<file path="config.mk">
export PLATFORM = sky130hd
export DESIGN_NAME = keypad_debounce_edge_code_lock_top
export DESIGN_NICKNAME = d
export VERILOG_FILES = /design/src/sv/kdcl_pkg.sv /design/src/sv/kdcl_encode.sv /design/src/sv/kdcl_lock.sv /design/src/sv/keypad_debounce_edge_code_lock_top.sv
export SDC_FILE = /design/constraint.sdc
export NUM_CORES = 1
export LEC_CHECK = 0
export ABC_AREA = 1
export BUFFER_PORTS_ARGS = -buffer_cell sky130_fd_sc_hd__buf_2
export CAP_MARGIN = 40
export CELL_PAD_IN_SITES_DETAIL_PLACEMENT = 0
export CELL_PAD_IN_SITES_GLOBAL_PLACEMENT = 1
export CORE_MARGIN = 2
export CORE_UTILIZATION = 37
export DETAILED_ROUTE_END_ITERATION = 12
export GPL_TIMING_DRIVEN = 0
export PLACE_DENSITY_LB_ADDON = 0.08
export REMOVE_ABC_BUFFERS = 1
export SLEW_MARGIN = 10
export SYNTH_ARGS = -nofsm -noshare
export SYNTH_HDL_FRONTEND = slang
export SYNTH_HIERARCHICAL = 1
export SYNTH_SLANG_ARGS = --single-unit
</file>
<file path="constraint.sdc">
create_clock -name i_clk -period 3.1 [get_ports i_clk]
set_input_delay 0.31 -clock i_clk [delete_from_list [all_inputs] [get_ports i_clk]]
set_output_delay 0.31 -clock i_clk [all_outputs]
set_load 0.005 [all_outputs]
</file>
<file path="src/sv/kdcl_pkg.sv">
// ----------------------------------------------------------------------------
// kdcl_pkg
// Shared widths, reset values, status codes and the key-to-ASCII table of the
// keypad debounce and code lock block.
// ----------------------------------------------------------------------------
package kdcl_pkg;

    localparam int SCAN_W   = 16;
    localparam int KEY_W    = 7;
    localparam int STATUS_W = 2;
    localparam int ADDR_W   = 3;
    localparam int DATA_W   = 32;

    // configuration register indexes (paddr[2])
    localparam logic REG_CODE_ONE = 1'b0;
    localparam logic REG_CODE_TWO = 1'b1;

    // reset values of the code registers: '1' and '2'
    localparam logic [KEY_W-1:0] CODE_ONE_RESET = 7'd49;
    localparam logic [KEY_W-1:0] CODE_TWO_RESET = 7'd50;

    localparam logic [KEY_W-1:0] KEY_NONE = 7'd0;

    // lock verdict codes
    localparam logic [STATUS_W-1:0] STATUS_NONE   = 2'd0;
    localparam logic [STATUS_W-1:0] STATUS_ACCEPT = 2'd1;
    localparam logic [STATUS_W-1:0] STATUS_REJECT = 2'd2;

    // scan bit position -> ASCII, bit 0 first
    localparam logic [KEY_W-1:0] KEY_ASCII [SCAN_W] = '{
        7'h2a, 7'h30, 7'h23, 7'h44,   // * 0 # D
        7'h37, 7'h38, 7'h39, 7'h43,   // 7 8 9 C
        7'h34, 7'h35, 7'h36, 7'h42,   // 4 5 6 B
        7'h31, 7'h32, 7'h33, 7'h41    // 1 2 3 A
    };

endpackage

</file>
<file path="src/sv/kdcl_encode.sv">
// ----------------------------------------------------------------------------
// kdcl_encode
// Debounces the two scans, keeps the held-key state and encodes the lowest
// newly pressed key as ASCII (zero when none).
// ----------------------------------------------------------------------------
module kdcl_encode (
    input  logic                        i_clk,
    input  logic                        i_rst_n,
    input  logic                        i_accept,
    input  logic [kdcl_pkg::SCAN_W-1:0] i_scan_early,
    input  logic [kdcl_pkg::SCAN_W-1:0] i_scan_late,
    output logic [kdcl_pkg::KEY_W-1:0]  o_key_code
);
    import kdcl_pkg::*;

    logic [SCAN_W-1:0] r_held;
    logic [SCAN_W-1:0] n_held;
    logic [SCAN_W-1:0] fresh;
    logic [SCAN_W-1:0] lowest;

    // debounce and rising-edge detect
    always_comb begin
        n_held = i_scan_early & i_scan_late;
        fresh  = n_held & ~r_held;
        lowest = fresh & (~fresh + {{(SCAN_W-1){1'b0}}, 1'b1});
    end

    // one-hot lowest key selects its code
    always_comb begin
        o_key_code = KEY_NONE;
        for (int i = 0; i < SCAN_W; i++) begin
            if (lowest[i]) begin
                o_key_code = o_key_code | KEY_ASCII[i];
            end
        end
    end

    // held keys advance on every transaction
    always_ff @(posedge i_clk) begin
        if (!i_rst_n) begin
            r_held <= '0;
        end else if (i_accept) begin
            r_held <= n_held;
        end
    end

endmodule

</file>
<file path="src/sv/kdcl_lock.sv">
// ----------------------------------------------------------------------------
// kdcl_lock
// Two-key code lock: collects the first and second reported keys, compares
// them with the code registers and gives the verdict on the next transaction.
// ----------------------------------------------------------------------------
module kdcl_lock (
    input  logic                          i_clk,
    input  logic                          i_rst_n,
    input  logic                          i_accept,
    input  logic [kdcl_pkg::KEY_W-1:0]    i_key_code,
    input  logic [kdcl_pkg::KEY_W-1:0]    i_code_one,
    input  logic [kdcl_pkg::KEY_W-1:0]    i_code_two,
    output logic [kdcl_pkg::STATUS_W-1:0] o_status
);
    import kdcl_pkg::*;

    typedef enum logic [1:0] {
        PH_FIRST,
        PH_SECOND,
        PH_MATCH,
        PH_MISMATCH
    } t_phase;

    t_phase           r_phase;
    t_phase           n_phase;
    logic [KEY_W-1:0] r_first;
    logic [KEY_W-1:0] n_first;
    logic             key_seen;

    // next phase and verdict for the current transaction
    always_comb begin
        key_seen = (i_key_code != KEY_NONE);
        n_phase  = r_phase;
        n_first  = r_first;
        o_status = STATUS_NONE;
        case (r_phase)
            PH_FIRST: begin
                if (key_seen) begin
                    n_first = i_key_code;
                    n_phase = PH_SECOND;
                end
            end
            PH_SECOND: begin
                if (key_seen) begin
                    n_phase = ((r_first == i_code_one) && (i_key_code == i_code_two))
                              ? PH_MATCH : PH_MISMATCH;
                end
            end
            PH_MATCH: begin
                o_status = STATUS_ACCEPT;
                n_phase  = PH_FIRST;
            end
            default: begin
                o_status = STATUS_REJECT;
                n_phase  = PH_FIRST;
            end
        endcase
    end

    always_ff @(posedge i_clk) begin
        if (!i_rst_n) begin
            r_phase <= PH_FIRST;
            r_first <= KEY_NONE;
        end else if (i_accept) begin
            r_phase <= n_phase;
            r_first <= n_first;
        end
    end

    // a verdict phase always returns to waiting for the first key
    a_verdict_returns: assert property (@(posedge i_clk) disable iff (!i_rst_n)
        (i_accept && (r_phase == PH_MATCH || r_phase == PH_MISMATCH))
        |=> (r_phase == PH_FIRST))
        else $error("lock did not return to first-key phase after verdict");

    // first key is captured when leaving the first-key phase
    a_first_captured: assert property (@(posedge i_clk) disable iff (!i_rst_n)
        (i_accept && r_phase == PH_FIRST && i_key_code != KEY_NONE)
        |=> (r_phase == PH_SECOND && r_first == $past(i_key_code)))
        else $error("first key not captured");

endmodule

</file>
<file path="src/sv/keypad_debounce_edge_code_lock_top.sv">
// ----------------------------------------------------------------------------
// keypad_debounce_edge_code_lock_top
// Keypad debounce, newly-pressed-key encoder and two-key code lock with an
// APB-style code register port and a two-entry output buffer.
// ----------------------------------------------------------------------------
// A result is registered in the output register, or the skid entry if held.
// Throughput: one transaction per cycle while the input is not stalled; the
//   single-pass logic from the input ports to the output register sets it.
// Input stalls only when both output buffer entries hold results.
// Reset (synchronous, active low) clears held keys, lock phase, buffer valids
//   and loads the codes '1' and '2'.
module keypad_debounce_edge_code_lock_top (
    input  logic                          i_clk,
    input  logic                          i_rst_n,
    // input channel
    input  logic                          i_in_valid,
    output logic                          o_in_stall,
    input  logic [kdcl_pkg::SCAN_W-1:0]   i_scan_early,
    input  logic [kdcl_pkg::SCAN_W-1:0]   i_scan_late,
    // output channel
    output logic                          o_out_valid,
    input  logic                          i_out_stall,
    output logic [kdcl_pkg::KEY_W-1:0]    o_key_code,
    output logic [kdcl_pkg::STATUS_W-1:0] o_code_status,
    // configuration port
    input  logic                          psel,
    input  logic                          penable,
    input  logic                          pwrite,
    input  logic [kdcl_pkg::ADDR_W-1:0]   paddr,
    input  logic [kdcl_pkg::DATA_W-1:0]   pwdata,
    output logic [kdcl_pkg::DATA_W-1:0]   prdata,
    output logic                          pready
);
    import kdcl_pkg::*;

    logic [KEY_W-1:0]    r_code_one;
    logic [KEY_W-1:0]    r_code_two;
    logic                cfg_write;

    logic                in_accept;
    logic                out_take;
    logic [KEY_W-1:0]    key_code;
    logic [STATUS_W-1:0] status;

    logic                r_out_valid;
    logic [KEY_W-1:0]    r_out_key;
    logic [STATUS_W-1:0] r_out_status;
    logic                r_skid_valid;
    logic [KEY_W-1:0]    r_skid_key;
    logic [STATUS_W-1:0] r_skid_status;

    // configuration registers
    assign pready    = 1'b1;
    assign cfg_write = psel && penable && pwrite && pready;
    assign prdata    = (paddr[2] == REG_CODE_TWO)
                       ? {{(DATA_W-KEY_W){1'b0}}, r_code_two}
                       : {{(DATA_W-KEY_W){1'b0}}, r_code_one};

    always_ff @(posedge i_clk) begin
        if (!i_rst_n) begin
            r_code_one <= CODE_ONE_RESET;
            r_code_two <= CODE_TWO_RESET;
        end else if (cfg_write) begin
            if (paddr[2] == REG_CODE_ONE) begin
                r_code_one <= pwdata[KEY_W-1:0];
            end else begin
                r_code_two <= pwdata[KEY_W-1:0];
            end
        end
    end

    // handshakes
    assign o_in_stall = r_skid_valid;
    assign in_accept  = i_in_valid && !r_skid_valid;
    assign out_take   = r_out_valid && !i_out_stall;

    kdcl_encode u_encode (
        .i_clk        (i_clk),
        .i_rst_n      (i_rst_n),
        .i_accept     (in_accept),
        .i_scan_early (i_scan_early),
        .i_scan_late  (i_scan_late),
        .o_key_code   (key_code)
    );

    kdcl_lock u_lock (
        .i_clk      (i_clk),
        .i_rst_n    (i_rst_n),
        .i_accept   (in_accept),
        .i_key_code (key_code),
        .i_code_one (r_code_one),
        .i_code_two (r_code_two),
        .o_status   (status)
    );

    // two-entry output buffer: output register plus skid entry
    always_ff @(posedge i_clk) begin
        if (!i_rst_n) begin
            r_out_valid  <= 1'b0;
            r_skid_valid <= 1'b0;
        end else begin
            if (!r_out_valid || out_take) begin
                if (r_skid_valid) begin
                    r_out_valid   <= 1'b1;
                    r_out_key     <= r_skid_key;
                    r_out_status  <= r_skid_status;
                    r_skid_valid  <= in_accept;
                    r_skid_key    <= key_code;
                    r_skid_status <= status;
                end else begin
                    r_out_valid  <= in_accept;
                    r_out_key    <= key_code;
                    r_out_status <= status;
                end
            end else if (in_accept) begin
                r_skid_valid  <= 1'b1;
                r_skid_key    <= key_code;
                r_skid_status <= status;
            end
        end
    end

    assign o_out_valid   = r_out_valid;
    assign o_key_code    = r_out_key;
    assign o_code_status = r_out_status;

    // skid entry is only ever filled behind a full output register
    a_skid_behind_out: assert property (@(posedge i_clk) disable iff (!i_rst_n)
        r_skid_valid |-> r_out_valid)
        else $error("skid entry valid while output register empty");

    // a transaction accepted while the output is held lands in the skid entry
    a_skid_fill: assert property (@(posedge i_clk) disable iff (!i_rst_n)
        (in_accept && r_out_valid && i_out_stall) |=> r_skid_valid)
        else $error("transaction lost while output held");

    // status code 3 is never produced
    a_status_legal: assert property (@(posedge i_clk) disable iff (!i_rst_n)
        r_out_valid |-> (r_out_status == STATUS_NONE || r_out_status == STATUS_ACCEPT
                         || r_out_status == STATUS_REJECT))
        else $error("illegal code status");

endmodule

</file>
* Word level (Yosys, flattened, before mapping)
Cells that the tools add are included.
** Operators by class
- Equality and inequality tests :: 7
- Bitwise gates (word level) :: 6
- $add $sub $neg :: 1
- Mux-type cells :: 34
- Reduce and logical (&&, ||, !) cells :: 19
** Operators by type and width (number)
- two-way mux 6 bit :: 12
- two-way mux 7 bit :: 9
- bitwise AND 16 bit :: 3
- inverter 16 bit :: 2
- adder 16 x 1 -> 16 bit (second input constant) :: 1
- == test 7 bit :: 2
- two-way mux 2 bit :: 6
- AND reduction 3 bit :: 3
- one-hot mux 2 bit (2 select lines) :: 2
- nonzero test 7 bit :: 1
- AND reduction 2 bit :: 3
- logical AND 1 bit :: 5
- two-way mux 1 bit :: 5
- != test 2 x 1 -> 1 bit (second input constant) :: 2
- zero test 1 bit :: 3
- == test 2 x 1 -> 1 bit (second input constant) :: 1
- == test 2 bit (second input constant) :: 1
- zero test 2 bit :: 1
- != test 2 bit (second input constant) :: 1
- nonzero test 2 bit :: 1
- OR reduction 2 bit :: 1
- logical OR 1 bit :: 1
- inverter 1 bit :: 1
** Storage, ports and cells
- Register bits after elaboration :: 59
- Logic and storage cells :: 78
- Output and inout port bits :: 44
- Bits of input ports :: 74

* Depth between registers and ports, before layout
Gate-level depths: netlist (run 1).
- Depth in word-level cells :: 26
- Depth in mapped cells :: 17
- Depth with buffers taken out :: 17

* Hierarchy
The synthesis (run 1) kept the hierarchy.
** Modules (own cells, without submodules)
- keypad_debounce_edge_code_lock_top :: area each 1609.0 sq um, seq. area each 860.8 sq um, cells an instance 192, times used 1
- kdcl_encode :: area each 1123.6 sq um, seq. area each 320.3 sq um, cells an instance 175, times used 1
- kdcl_lock :: area each 663.1 sq um, seq. area each 180.2 sq um, cells an instance 122, times used 1

* Least setup slack after synthesis (run 1)
No wires, ideal clock.
- Path type :: flip-flop to flip-flop
- Start :: register u_encode.r_held[1]
- End :: register u_lock.r_first[6]
- Buffers on the path :: 1
- Library setup time :: 70 ps
- Path slack :: 1332 ps
- Cell stages (with the launch flop) :: 15
- Clock period less this slack :: 1768 ps
- Arrival time :: 1698 ps
- Required time :: 3030 ps
- Path through :: dfxtp_1 > inv_1 > nand3_4 > nand2_4 > nor2_4 > nand3_2 > nand2_1 > nor2_2 > nand3_1 > nor2_1 > nand3_2 > o21ai_2 > buf_6 > o21ai_1 > a21oi_1
** Between the ends
- Elaborated cells on any way between the ends :: 22
- Those cells by class :: add/sub (1); mux (15); bitwise (4); reduce/logical (2)
** RTL lines
- start: declaration :: RTL line kdcl_encode.sv:16 : logic [SCAN_W-1:0] r_held;
- start signal: assignment :: RTL line kdcl_encode.sv:43 : r_held <= n_held;
- inverter 16 bit (*) :: RTL line kdcl_encode.sv:24 : fresh = n_held & ~r_held;
- bitwise AND 16 bit (*) :: RTL line kdcl_encode.sv:24
- inverter 16 bit (*) :: RTL line kdcl_encode.sv:25 : lowest = fresh & (~fresh + {{(SCAN_W-1){1'b0}}, 1'b1});
- adder 16 x 1 -> 16 bit (*) :: RTL line kdcl_encode.sv:25
- bitwise AND 16 bit (*) :: RTL line kdcl_encode.sv:25
- two-way mux 7 bit :: RTL line kdcl_encode.sv:32 : if (lowest[i]) begin
- two-way mux 6 bit (3 in series) :: RTL line kdcl_encode.sv:32
- two-way mux 7 bit :: RTL line kdcl_encode.sv:32
- two-way mux 6 bit (2 in series) :: RTL line kdcl_encode.sv:32
- two-way mux 6 bit (*) :: RTL line kdcl_encode.sv:32
- two-way mux 7 bit (*) :: RTL line kdcl_encode.sv:32
- two-way mux 6 bit (*) (3 in series) :: RTL line kdcl_encode.sv:32
- two-way mux 7 bit (*) :: RTL line kdcl_encode.sv:32
- net key_code[2] :: RTL line keypad_debounce_edge_code_lock_top.sv:42 : logic [KEY_W-1:0] key_code;
- nonzero test 7 bit (*) :: RTL line kdcl_lock.sv:32 : key_seen = (i_key_code != KEY_NONE);
- AND reduction 3 bit (no line) (*)
- end signal: assignment :: RTL line kdcl_lock.sv:66 : r_first <= n_first;
- end: declaration :: RTL line kdcl_lock.sv:26 : logic [KEY_W-1:0] r_first;
Mark *: on every way through the listed nets, which the timed path passes. The rest lies on a longest branch.
A chain may end at the register's enable or synchronous reset.

* Worst setup path in the final report (run 1)
- Start :: register u_encode.r_held[7]
- End :: register u_lock.r_first[2]
** Between the ends
- Elaborated cells on any way between the ends :: 16
- Those cells by class :: add/sub (1); mux (9); bitwise (4); reduce/logical (2)
** RTL lines (RTL line)
- inverter 16 bit (*) :: kdcl_encode.sv:24
- bitwise AND 16 bit (*) :: kdcl_encode.sv:24
- inverter 16 bit :: kdcl_encode.sv:25
- adder 16 x 1 -> 16 bit :: kdcl_encode.sv:25
- bitwise AND 16 bit (*) :: kdcl_encode.sv:25
- two-way mux 7 bit (2 in series) :: kdcl_encode.sv:32
- two-way mux 7 bit (*) :: kdcl_encode.sv:32
- net key_code[6] :: keypad_debounce_edge_code_lock_top.sv:42
- nonzero test 7 bit (*) :: kdcl_lock.sv:32
- AND reduction 3 bit (no line) (*)
Marks and branches as above.

==> key figures, run 1 <==
Run status
  • Status: complete, no violations

Pwr
  • Power Density: 488 nW/um^2
  • P_leak: 1.97 nW
  • Peak supply drop: 209 uV
  • PnR Total Power: 1.90 mW

Route
  • First-pass DRT Iterations: 4
  • 1st-iter DRT viols: 78
  • DRC: 0
  • Routed WL per cell: 11.3 um
  • Antenna Nets Post-Route: 0
  • Vias per inst: 4.52
  • DR vias: 3012
  • Final WL: 7510 um

Global route
  • GRT met1 Usage: 21.9%
  • Met2 global-route usage: 26.3%
  • Initial antenna violation count: 0
  • Vias in the first global route: 2801
  • Largest net degree at the start of global routing: 40
  • First-pass GRT wire length: 12900 um
  • Busiest grt layer: met2
  • Total GRT Usage: 16.2%
  • M3 GR Usage: 3.48%
  • Grt ovf: 0

STA
  • Final setup fails: 0
  • Crit path time final: 2.42 ns
  • Worst Skew: 0.00574 ns
  • Slew of the pin with the lowest slew margin: 0.713 ns
  • Final Hold Fails: 0
  • Setup ws final: 0.676 ns
  • Setup TNS: 0 ns
  • Max Fclk: 413 MHz
  • Slew headroom: 52.3%
  • Max-slew violation total from the final report: 0
  • Unrepaired setup endpoints after global routing: false
  • Fin crit share: 78.2%

Placed design
  • Quantity of I/O buffers inserted on ports: 64
  • Placed cell count: 650
  • Routability congestion estimate: 0.777
  • Detailed placer's ending HPWL: 5570 um
  • Setup Slack @ Placement: 0.581 ns

Worst setup path
  • Worst EP arrival: 2.69 ns
  • CP Capture Type: register
  • R2R setup slack: 0.68 ns
  • Crit Reg-Reg Startpoint: u_encode/r_held[7]
  • Crit-path max FO: 13
  • Startpoint class of the critical path: register
  • Worst-case reg-to-reg path depth: 13
  • Kind of critical path: reg -> reg
  • Worst R2R End: u_lock/r_first[2]
  • Critical Path RT: 3.36 ns

CTS
  • Reg clk slew, reported paths: 0.07 ns
  • Clk sinks: 59
  • CTS Hold Bufs: 0
  • Clk_lat worst skew: 0.34 ns
  • Post-CTS setup buffer count: 0
  • CTS tree: built
  • Root Buffer: clkbuf_8
  • Max Buffers Root-to-Sink: 2
  • CTS resizes: 0
  • CTS H-tree depth: 3
  • Num CTS Buffers: 9

Yosys
  • EDFF count, synth: 18
  • Compound-Gate Fraction of Synth Area: 7.89%
  • FFs w/ async S/R, synth: 0%
  • Synth Area in Adders: 0%
  • Yosys warning count: 6
  • Largest family of logic cells by synthesized area: simple AND/OR/NAND/NOR gates
  • Yosys top cell by area: dfxtp_1
  • Register area share after synthesis: 40.1%
  • Synth Area in Simple Gates: 38.0%
  • Syn_area_per_cell: 6.94 um^2
  • Commonest register cell after synthesis: dfxtp_1
  • Register bit count reported by yosys: 59
  • Most frequent cells after synthesis: 155 x nand2_1, 57 x nor2_1, 51 x inv_1, 41 x dfxtp_1, 34 x nand3_1
  • Cells after synthesis: 489
  • Xor/xnor share of the synthesized area: 0.258%
  • Most common cell in the netlist: nand2_1
  • Ranking of synthesized cells by area: dfxtp_1 24%, nand2_1 17%, edfxtp_1 16%
  • Netlist Area Pre-Place: 3400 um^2
  • Mux cell area share after synthesis: 0%
  • Yosys cell types: 32
  • Share of the synthesized area in the top cell type: 24.2%

Job
  • Maxcap violations: 0

Cells and area
  • Fin nets: 627
  • Layout area overhead: 14.6%
  • Fill count: 937
  • # diodes: 0
  • Area of the multi-input gates: 1670 um^2
  • Cell Count, Final, Fillers Out: 666
  • Fraction of layout cells with a size suffix above 1: 19.4%
  • Sequential cell area: 1360 um^2

Die
  • Starting Density: 38.6%
  • Die height: 99.8 um
  • Die Wd: 99.8 um
  • Core ar.: 8810 um^2
  • Row Count: 34
  • IO Pins: 118
  • DIE AREA: 9960 um^2

Hold path
  • Hold_sp: pwdata[0]
  • Hold Path Class: in -> reg
  • WHS Endpoint: r_code_one[0]
  • Hold path depth: 3
[cell type report]
class | instances | area share, %
multi-input cells | 363 | 42.9
flip-flops and latches | 59 | 35.0
repair buffers | 65 | 8.62
inverters | 55 | 5.31
well taps | 108 | 3.47
clock buffers | 10 | 3.28
clock inverters | 6 | 1.45
[flip-flops by register name, indices dropped and copies added (netlist names)]
register and cells:
o_code_status 2, o_in_stall 1, o_key_code 7, o_out_valid 1
r_code_one 7, r_code_two 7, r_skid_key 7, r_skid_status 2
u_encode/r_held 16, u_lock/r_first 7, u_lock/r_phase 2
[per-stage QoR]
step	hold WS (ns)	utilization, %	instance area [um^2]
6_report	0.208	44.2	3890
4_1_cts	0.195	44.2	3890
3_3_place_gp	0.458	41.9	3690
2_1_floorplan	0.395	-	3230
5_1_grt	0.219	44.2	3890
3_5_place_dp	0.465	42.1	3710
[worst max-delay path by stage]
stage / startpoint / to / slack, ns / cells after the start
3_3_place_gp: o_in_stall / u_lock/r_first[1] / -0.0009 / 6
2_1_floorplan: o_in_stall / u_lock/r_first[2] / 0.79 / 6
4_1_cts: u_encode/r_held[7] / u_lock/r_first[1] / 0.67 / 13
3_5_place_dp: i_rst_n / r_skid_status[1] / 0.58 / 5
5_1_grt: u_encode/r_held[7] / u_lock/r_first[1] / 0.34 / 13
6_report: u_encode/r_held[7] / u_lock/r_first[2] / 0.68 / 13
[kinds of logic after synthesis]
group / after synthesis
XOR/XNOR: 1
AND/OR/NAND/NOR: 284
other: 2
flip-flops: 59
AO/OA/AOI/OAI: 52
buffers and inverters: 91
[critical path, cell delays in order, from the launching register on]
cell and delay [ns]:
dfxtp_1 0.31, inv_1 0.04, nand3_1 0.13, nand2_1 0.17, nor2_1 0.08, inv_1 0.05
nor2_1 0.04, nand3_1 0.09, nand4_1 0.32, nor2_1 0.22, nand3_2 0.12, o21ai_2 0.46
o21ai_0 0.15, a21oi_1 0.16
[routing by layer]
layer,routed length (um),vias to the layer above
li1,-,1625
met1,3730,1300
met2,3330,80
met3,359,7
met4,85,0
met5,0,-
[power by group]
part / internal [mW] / total [mW] / switching (mW)
registers: 0.852 / 0.879 / 0.0272
logic: 0.125 / 0.347 / 0.223
clock network: 0.364 / 0.672 / 0.307
total: 1.34 / 1.90 / 0.557
[layout by cell type, fill, tap and decap left out, types with 2 or more instances in the layout]
cell / n
buf_2: 64
nor2_4: 5
clkbuf_8: 9
dfxtp_1: 41
nor2_2: 6
nand3_1: 34
clkinv_1: 2
nand3b_1: 4
nand3_2: 8
conb_1: 26
nand3_4: 2
clkinv_2: 3
nor2_1: 56
inv_1: 51
nor3_1: 3
edfxtp_1: 18
nand2_1: 155
o21ai_1: 3
o21ai_0: 22
inv_2: 3
nand4_1: 6
a21oi_1: 25
No activity file was read; power rests on OpenSTA's default activity.
==> run 2: changes to the inputs <==
Settings changed: ABC_AREA 1 to 0.
Clock period 3.1 ns to 2.4 ns, I/O delays scaled along.
==> run 2 against run 1 <==
The flow now finishes with violations (setup timing). Global-route usage fell by 1.6 points. Final cell count is 23% lower. Maximum frequency is 1.4% lower. Sequential cell count unchanged. Clock skew rose by 0.0018 ns. Worst setup slack worse by 0.73 ns. Total power up 34%. Cell area rose by 2.2%. Sequential share of layout area decreased by 0.59 points. Critical path type unchanged. Largest power group unchanged.
==> key figures, run 2 <==
STA
  • Worst Skew: 0.00750 ns
  • Max Fclk: 407 MHz
  • Max-slew violation total from the final report: 0
  • Final Hold Fails: 0
  • Unrepaired setup endpoints after global routing: true
  • Slew of the pin with the lowest slew margin: 0.823 ns
  • Crit path time final: 2.46 ns
  • Setup ws final: -0.0587 ns
  • Final setup fails: 1
  • Fin crit share: 102%
  • Smallest hold slack: 0.161 ns
  • Slew headroom: 45.1%

Cells and area
  • Fraction of layout cells with a size suffix above 1: 34.0%
  • Most frequent cells in the layout: 65 x buf_2, 36 x dfxtp_1, 26 x conb_1, 25 x nand2_1
  • Fin nets: 475
  • Max reg flops: 16
  • Most common cell after layout, fill and taps aside: buf_2
  • # diodes: 0
  • Top reg by flops: u_encode/r_held
  • Layout area overhead: 24.3%

Yosys
  • Cells after synthesis: 319
  • Synth Area in Simple Gates: 22.3%
  • Netlist Area Pre-Place: 3200 um^2
  • Yosys warning count: 6
  • FFs w/ async S/R, synth: 0%
  • Register bit count reported by yosys: 59
  • Compound-Gate Fraction of Synth Area: 10.8%
  • Synth Area in Adders: 0%
  • Commonest register cell after synthesis: dfxtp_1
  • Yosys top cell by area: dfxtp_1
  • Most frequent cells after synthesis: 41 x dfxtp_1, 26 x buf_4, 26 x nand2_1, 21 x nor2b_1
  • Share of the synthesized area in the top cell type: 25.7%
  • Ranking of synthesized cells by area: dfxtp_1 26%, edfxtp_1 17%, mux2i_1 6.3%
  • EDFF count, synth: 18
  • Register area share after synthesis: 42.6%
  • Most common cell in the netlist: dfxtp_1
  • Syn_area_per_cell: 10.0 um^2
  • Largest family of logic cells by synthesized area: simple AND/OR/NAND/NOR gates
  • Yosys cell types: 44
  • Xor/xnor share of the synthesized area: 3.84%
  • Mux cell area share after synthesis: 11.9%

Worst setup path
  • Crit-path max FO: 4
  • Kind of critical path: reg -> reg
  • Crit path largest cell delay: 0.44 ns
  • Startpoint class of the critical path: register
  • Worst EP arrival: 2.69 ns
  • Worst path slowest cell: or4_4
  • Critical Path RT: 2.63 ns
  • Cell Chain, Critical Path: and3b_2 > a31oi_4 > a31oi_1 > or4_4 > a21oi_4 > xnor2_1 > nand4_1 > or4_1 > a31o_1
  • CP Capture Type: register

Run status
  • Status: finished, violations left
  • Failing checks: setup timing

Global route
  • First-pass GRT wire length: 11100 um
  • Vias in the first global route: 2297
  • Total GRT Usage: 14.7%
  • Initial antenna violation count: 0
  • Largest net degree at the start of global routing: 54
  • Grt ovf: 0

Route
  • Final WL: 6720 um
  • DR vias: 2396
  • First-pass DRT Iterations: 4
  • Vias per inst: 4.69
  • 1st-iter DRT viols: 69
  • Routed WL per cell: 13.2 um
  • Antenna Nets Post-Route: 0
  • DRC: 0

Die
  • Die height: 97.0 um
  • DIE AREA: 9400 um^2
  • IO Pins: 118
  • Starting Density: 38.5%
  • Core ar.: 8300 um^2
  • Row Count: 33
  • Die Wd: 97.0 um

CTS
  • Root Buffer: clkbuf_8
  • Num CTS Buffers: 9
  • Max Buffers Root-to-Sink: 2
  • Clk_lat worst skew: 0.33 ns
  • CTS tree: built
  • CTS H-tree depth: 3
  • Reg clk slew, reported paths: 0.07 ns
  • Clk sinks: 59

Placed design
  • Routability congestion estimate: 0.724
  • Detailed placer's ending HPWL: 4700 um
  • Quantity of I/O buffers inserted on ports: 64

Pwr
  • Power Density: 639 nW/um^2
  • Peak supply drop: 266 uV
  • P_leak: 1.60 nW
  • PnR Total Power: 2.54 mW

Job
  • Maxcap violations: 0

Hold path
  • Hold Path Class: in -> reg
-- run 2: cell count changes after synthesis, moves of 13 or more --
| cell | before | now |
|---|---|---|
| a21boi_0 | 0 | 18 |
| nand3_1 | 34 | 20 |
| a21oi_1 | 25 | 6 |
| nor2b_1 | 0 | 21 |
| o21ai_0 | 22 | 8 |
| xnor2_1 | 1 | 14 |
| nand2b_1 | 0 | 16 |
| inv_1 | 51 | 3 |
| nor2_1 | 57 | 9 |
| mux2_2 | 0 | 16 |
| mux2i_1 | 0 | 20 |
| nand2_1 | 155 | 26 |
-- run 2: logic make-up after synthesis --
kind of cell,after synthesis
other,2
xor gates and xnor gates,14
and+or+nand+nor,123
DFF,59
AOI/OAI and AO/OA,45
buffers and inverters,40
muxes,36
-- run 2: per-stage QoR --
step,setup TNS [ns],cells,cell area [um^2],setup slack (ns),utilization (%)
after floorplan,-0.960,306,3030,-0.142,-
after global placement,-11.81,475,3480,-1.12,42.0
after detailed placement,-3.73,477,3500,-0.473,42.2
after CTS,-0.0641,504,3890,-0.0478,46.8
after global routing,-0.633,511,3980,-0.139,47.9
final,-0.0587,511,3980,-0.0587,47.9
-- run 2: final timing paths --
path                             from                  end  slack [ns]  cells after the start
hold / removal              pwdata[0]        r_code_two[0]        0.16                      3
hold reg to reg   u_encode/r_held[15]  u_encode/r_held[15]        0.48                      2
setup reg to reg  u_encode/r_held[14]    u_lock/r_phase[0]       -0.06                      9
setup / recovery  u_encode/r_held[14]    u_lock/r_phase[0]       -0.06                      9
-- run 2: final cells by class --
class	instances	area [um^2]
flip-flops and latches	59	1370
repair buffers	84	483
inverters	3	11.3
clock buffers	11	141
multi-input cells	244	1760
well taps	105	131
clock inverters	5	76.3
fillers	806	4320
-- run 2: where the power goes --
| part | internal, mW | switching [mW] | leakage [nW] |
|---|---|---|---|
| registers | 1.08 | 0.0273 | 0.505 |
| logic | 0.211 | 0.220 | 0.984 |
| clock network | 0.608 | 0.393 | 0.107 |
-- run 2: what timing repair did --
item                       in CTS  in global routing
buffers inserted               11                  7
resized for setup              16                 11
setup endpoints to repair       9                  8
pin swaps                       5                  8
hold buffers                    0                  0
-- run 2: routing by layer --
layer	track usage (%)	wire, um	vias to the layer above	share of wire, %
li1	-	-	1241	-
met1	19.8	3240	1078	48
met2	22.1	2960	64	44
met3	4.19	380	13	5.7
met4	5.85	134	0	2.0
met5	0	0	-	0
-- run 2: critical path, delay by kind of cell, from the launching register on --
| kind | cells | cell delay [ns] |
|---|---|---|
| flops | 1 | 0.32 |
| simple gates | 4 | 1.14 |
| compound gates | 4 | 0.73 |
| xor+xnor | 1 | 0.16 |
==> run 3: changes to the inputs <==
Settings changed: PLACE_DENSITY_LB_ADDON 0.08 to 0.1.
==> run 3 against run 2 <==
Clock power grew 6%. Highest routed layer unchanged. Maximum frequency is essentially flat. Utilization fell by 0.80 points. First-iteration DRC count is 2.9% higher. Sequential share of layout area grew 0.42 points. Die area unchanged. Via count shrank 0.46%. The run still ends with setup timing left. Sequential cell count unchanged. Cell area is 1.7% lower. Sequential power hardly changed.
==> key figures, run 3 (synthesized netlist as in run 2, its figures left out) <==
Run status
  • Status: finished, violations left
  • Failing checks: setup timing

Hold path
  • Hold Path Class: in -> reg
  • Hold path depth: 3
  • WHS Endpoint: r_code_one[1]
  • Hold_sp: pwdata[1]

Worst setup path
  • Critical Path RT: 2.62 ns
  • Worst-case reg-to-reg path depth: 9
  • Crit Reg-Reg Startpoint: u_encode/r_held[3]
  • Worst EP arrival: 2.68 ns
  • Worst R2R End: u_lock/r_phase[0]
  • Crit-path max FO: 4
  • Kind of critical path: reg -> reg
  • Crit path largest cell delay: 0.53 ns
  • CP Capture Type: register
  • R2R setup slack: -0.06 ns
  • Cell Chain, Critical Path: nand3b_1 > nand2_2 > buf_4 > or4_4 > a21oi_4 > xnor2_1 > nand4_1 > or4_1 > a31o_1
  • Startpoint class of the critical path: register
  • Worst path slowest cell: or4_4

STA
  • Max Fclk: 407 MHz
  • Setup TNS: -0.0932 ns
  • Slew headroom: 44.7%
  • Worst Skew: 0.00603 ns
  • Final setup fails: 5
  • Setup ws final: -0.0579 ns
  • Fin crit share: 102%
  • Crit path time final: 2.46 ns
  • Smallest hold slack: 0.174 ns
  • Unrepaired setup endpoints after global routing: true
  • Max-slew violation total from the final report: 0
  • Slew of the pin with the lowest slew margin: 0.829 ns
  • Final Hold Fails: 0

CTS
  • Root Buffer: clkbuf_8
  • Clk_lat worst skew: 0.33 ns
  • Clk sinks: 59
  • Num CTS Buffers: 9
  • CTS tree: built
  • CTS H-tree depth: 3
  • Reg clk slew, reported paths: 0.06 ns
  • CTS Hold Bufs: 0
  • Max Buffers Root-to-Sink: 2

Pwr
  • Peak supply drop: 267 uV
  • PnR Total Power: 2.58 mW
  • Power Density: 659 nW/um^2
  • P_leak: 1.57 nW

Cells and area
  • Cell area after layout: 3910 um^2
  • Top reg by flops: u_encode/r_held
  • Most common cell after layout, fill and taps aside: buf_2
  • Most frequent cells in the layout: 65 x buf_2, 41 x dfxtp_1, 26 x conb_1, 25 x nand2_1
  • Area of the multi-input gates: 1740 um^2
  • Fraction of layout cells with a size suffix above 1: 31.3%
  • Fin nets: 468
  • Max reg flops: 16
  • # diodes: 0
  • Layout area overhead: 22.3%
  • Fill count: 812
  • Sequential cell area: 1360 um^2
  • Cell Count, Final, Fillers Out: 504

Die
  • Starting Density: 38.5%
  • DIE AREA: 9400 um^2
  • IO Pins: 118
  • Core ar.: 8300 um^2
  • Die Wd: 97.0 um
  • Row Count: 33
  • Die height: 97.0 um

Route
  • Routed WL per cell: 13.2 um
  • Antenna Nets Post-Route: 0
  • Vias per inst: 4.73
  • 1st-iter DRT viols: 71
  • First-pass DRT Iterations: 4
  • Final WL: 6640 um
  • DR vias: 2385
  • DRC: 0

Global route
  • Total GRT Usage: 14.2%
  • Vias in the first global route: 2292
  • Grt ovf: 0
  • Largest net degree at the start of global routing: 54
  • First-pass GRT wire length: 10700 um
  • Initial antenna violation count: 0

Job
  • Maxcap violations: 0

Placed design
  • Routability congestion estimate: 0.741
  • Dpl cell area: 3500 um^2
  • Placed cell count: 477
  • Detailed placer's ending HPWL: 4730 um
  • Quantity of I/O buffers inserted on ports: 64
==> run 3: stage by stage <==
step	setup slack [ns]	util [%]
6_report	-0.0579	47.1
5_1_grt	-0.199	47.1
4_1_cts	-0.0675	46.7
3_5_place_dp	-0.506	42.2
3_3_place_gp	-1.10	42.0
2_1_floorplan	-0.142	-
==> run 3: repair_timing <==
action,in CTS,in global routing
endpoints found under the setup margin,9,9
setup buffers,9,2
resized for setup,14,5
cloned,0,0
pin swaps,5,4
==> run 3: worst max-delay path by stage <==
| stage | slack [ns] | from | depth (start not counted) | end |
|---|---|---|---|---|
| 2_1_floorplan | -0.14 | o_in_stall | 5 | u_lock/r_first[0] |
| 3_3_place_gp | -1.10 | o_in_stall | 5 | u_lock/r_first[0] |
| 3_5_place_dp | -0.51 | i_scan_early[14] | 10 | u_lock/r_first[5] |
| 4_1_cts | -0.07 | u_encode/r_held[14] | 9 | u_lock/r_phase[0] |
| 5_1_grt | -0.20 | u_encode/r_held[4] | 10 | u_lock/r_phase[0] |
| 6_report | -0.06 | u_encode/r_held[3] | 9 | u_lock/r_phase[0] |
==> run 3: worst max-delay path, delay by kind of cell, from the launching register on <==
family	cells	cell delay, ns
and+or+nand+nor	5	1.25
AOI/OAI and AO/OA	2	0.46
DFF	1	0.35
buffers and inverters	1	0.15
xor gates and xnor gates	1	0.14
==> run 3: area by class of cell <==
type / count / area share [%]
repair buffers: 77 / 11.0
multi-input cells: 244 / 44.6
flip-flops and latches: 59 / 34.8
inverters: 3 / 0.288
clock inverters: 6 / 2.66
well taps: 105 / 3.36
clock buffers: 10 / 3.27
==> run 3: power by group <==
group | switching (mW) | internal [mW] | leakage [nW]
logic | 0.208 | 0.193 | 0.947
registers | 0.0283 | 1.08 | 0.503
clock network | 0.382 | 0.683 | 0.118
total | 0.619 | 1.96 | 1.57
==> run 3: per-layer routing <==
metal	vias to the layer above	global-route usage (%)	part of all wire, %
met5	-	0	0
met4	0	5.42	0.77
met3	5	4.99	5.7
met2	59	22.1	46
met1	1097	18.1	47
li1	1224	-	-
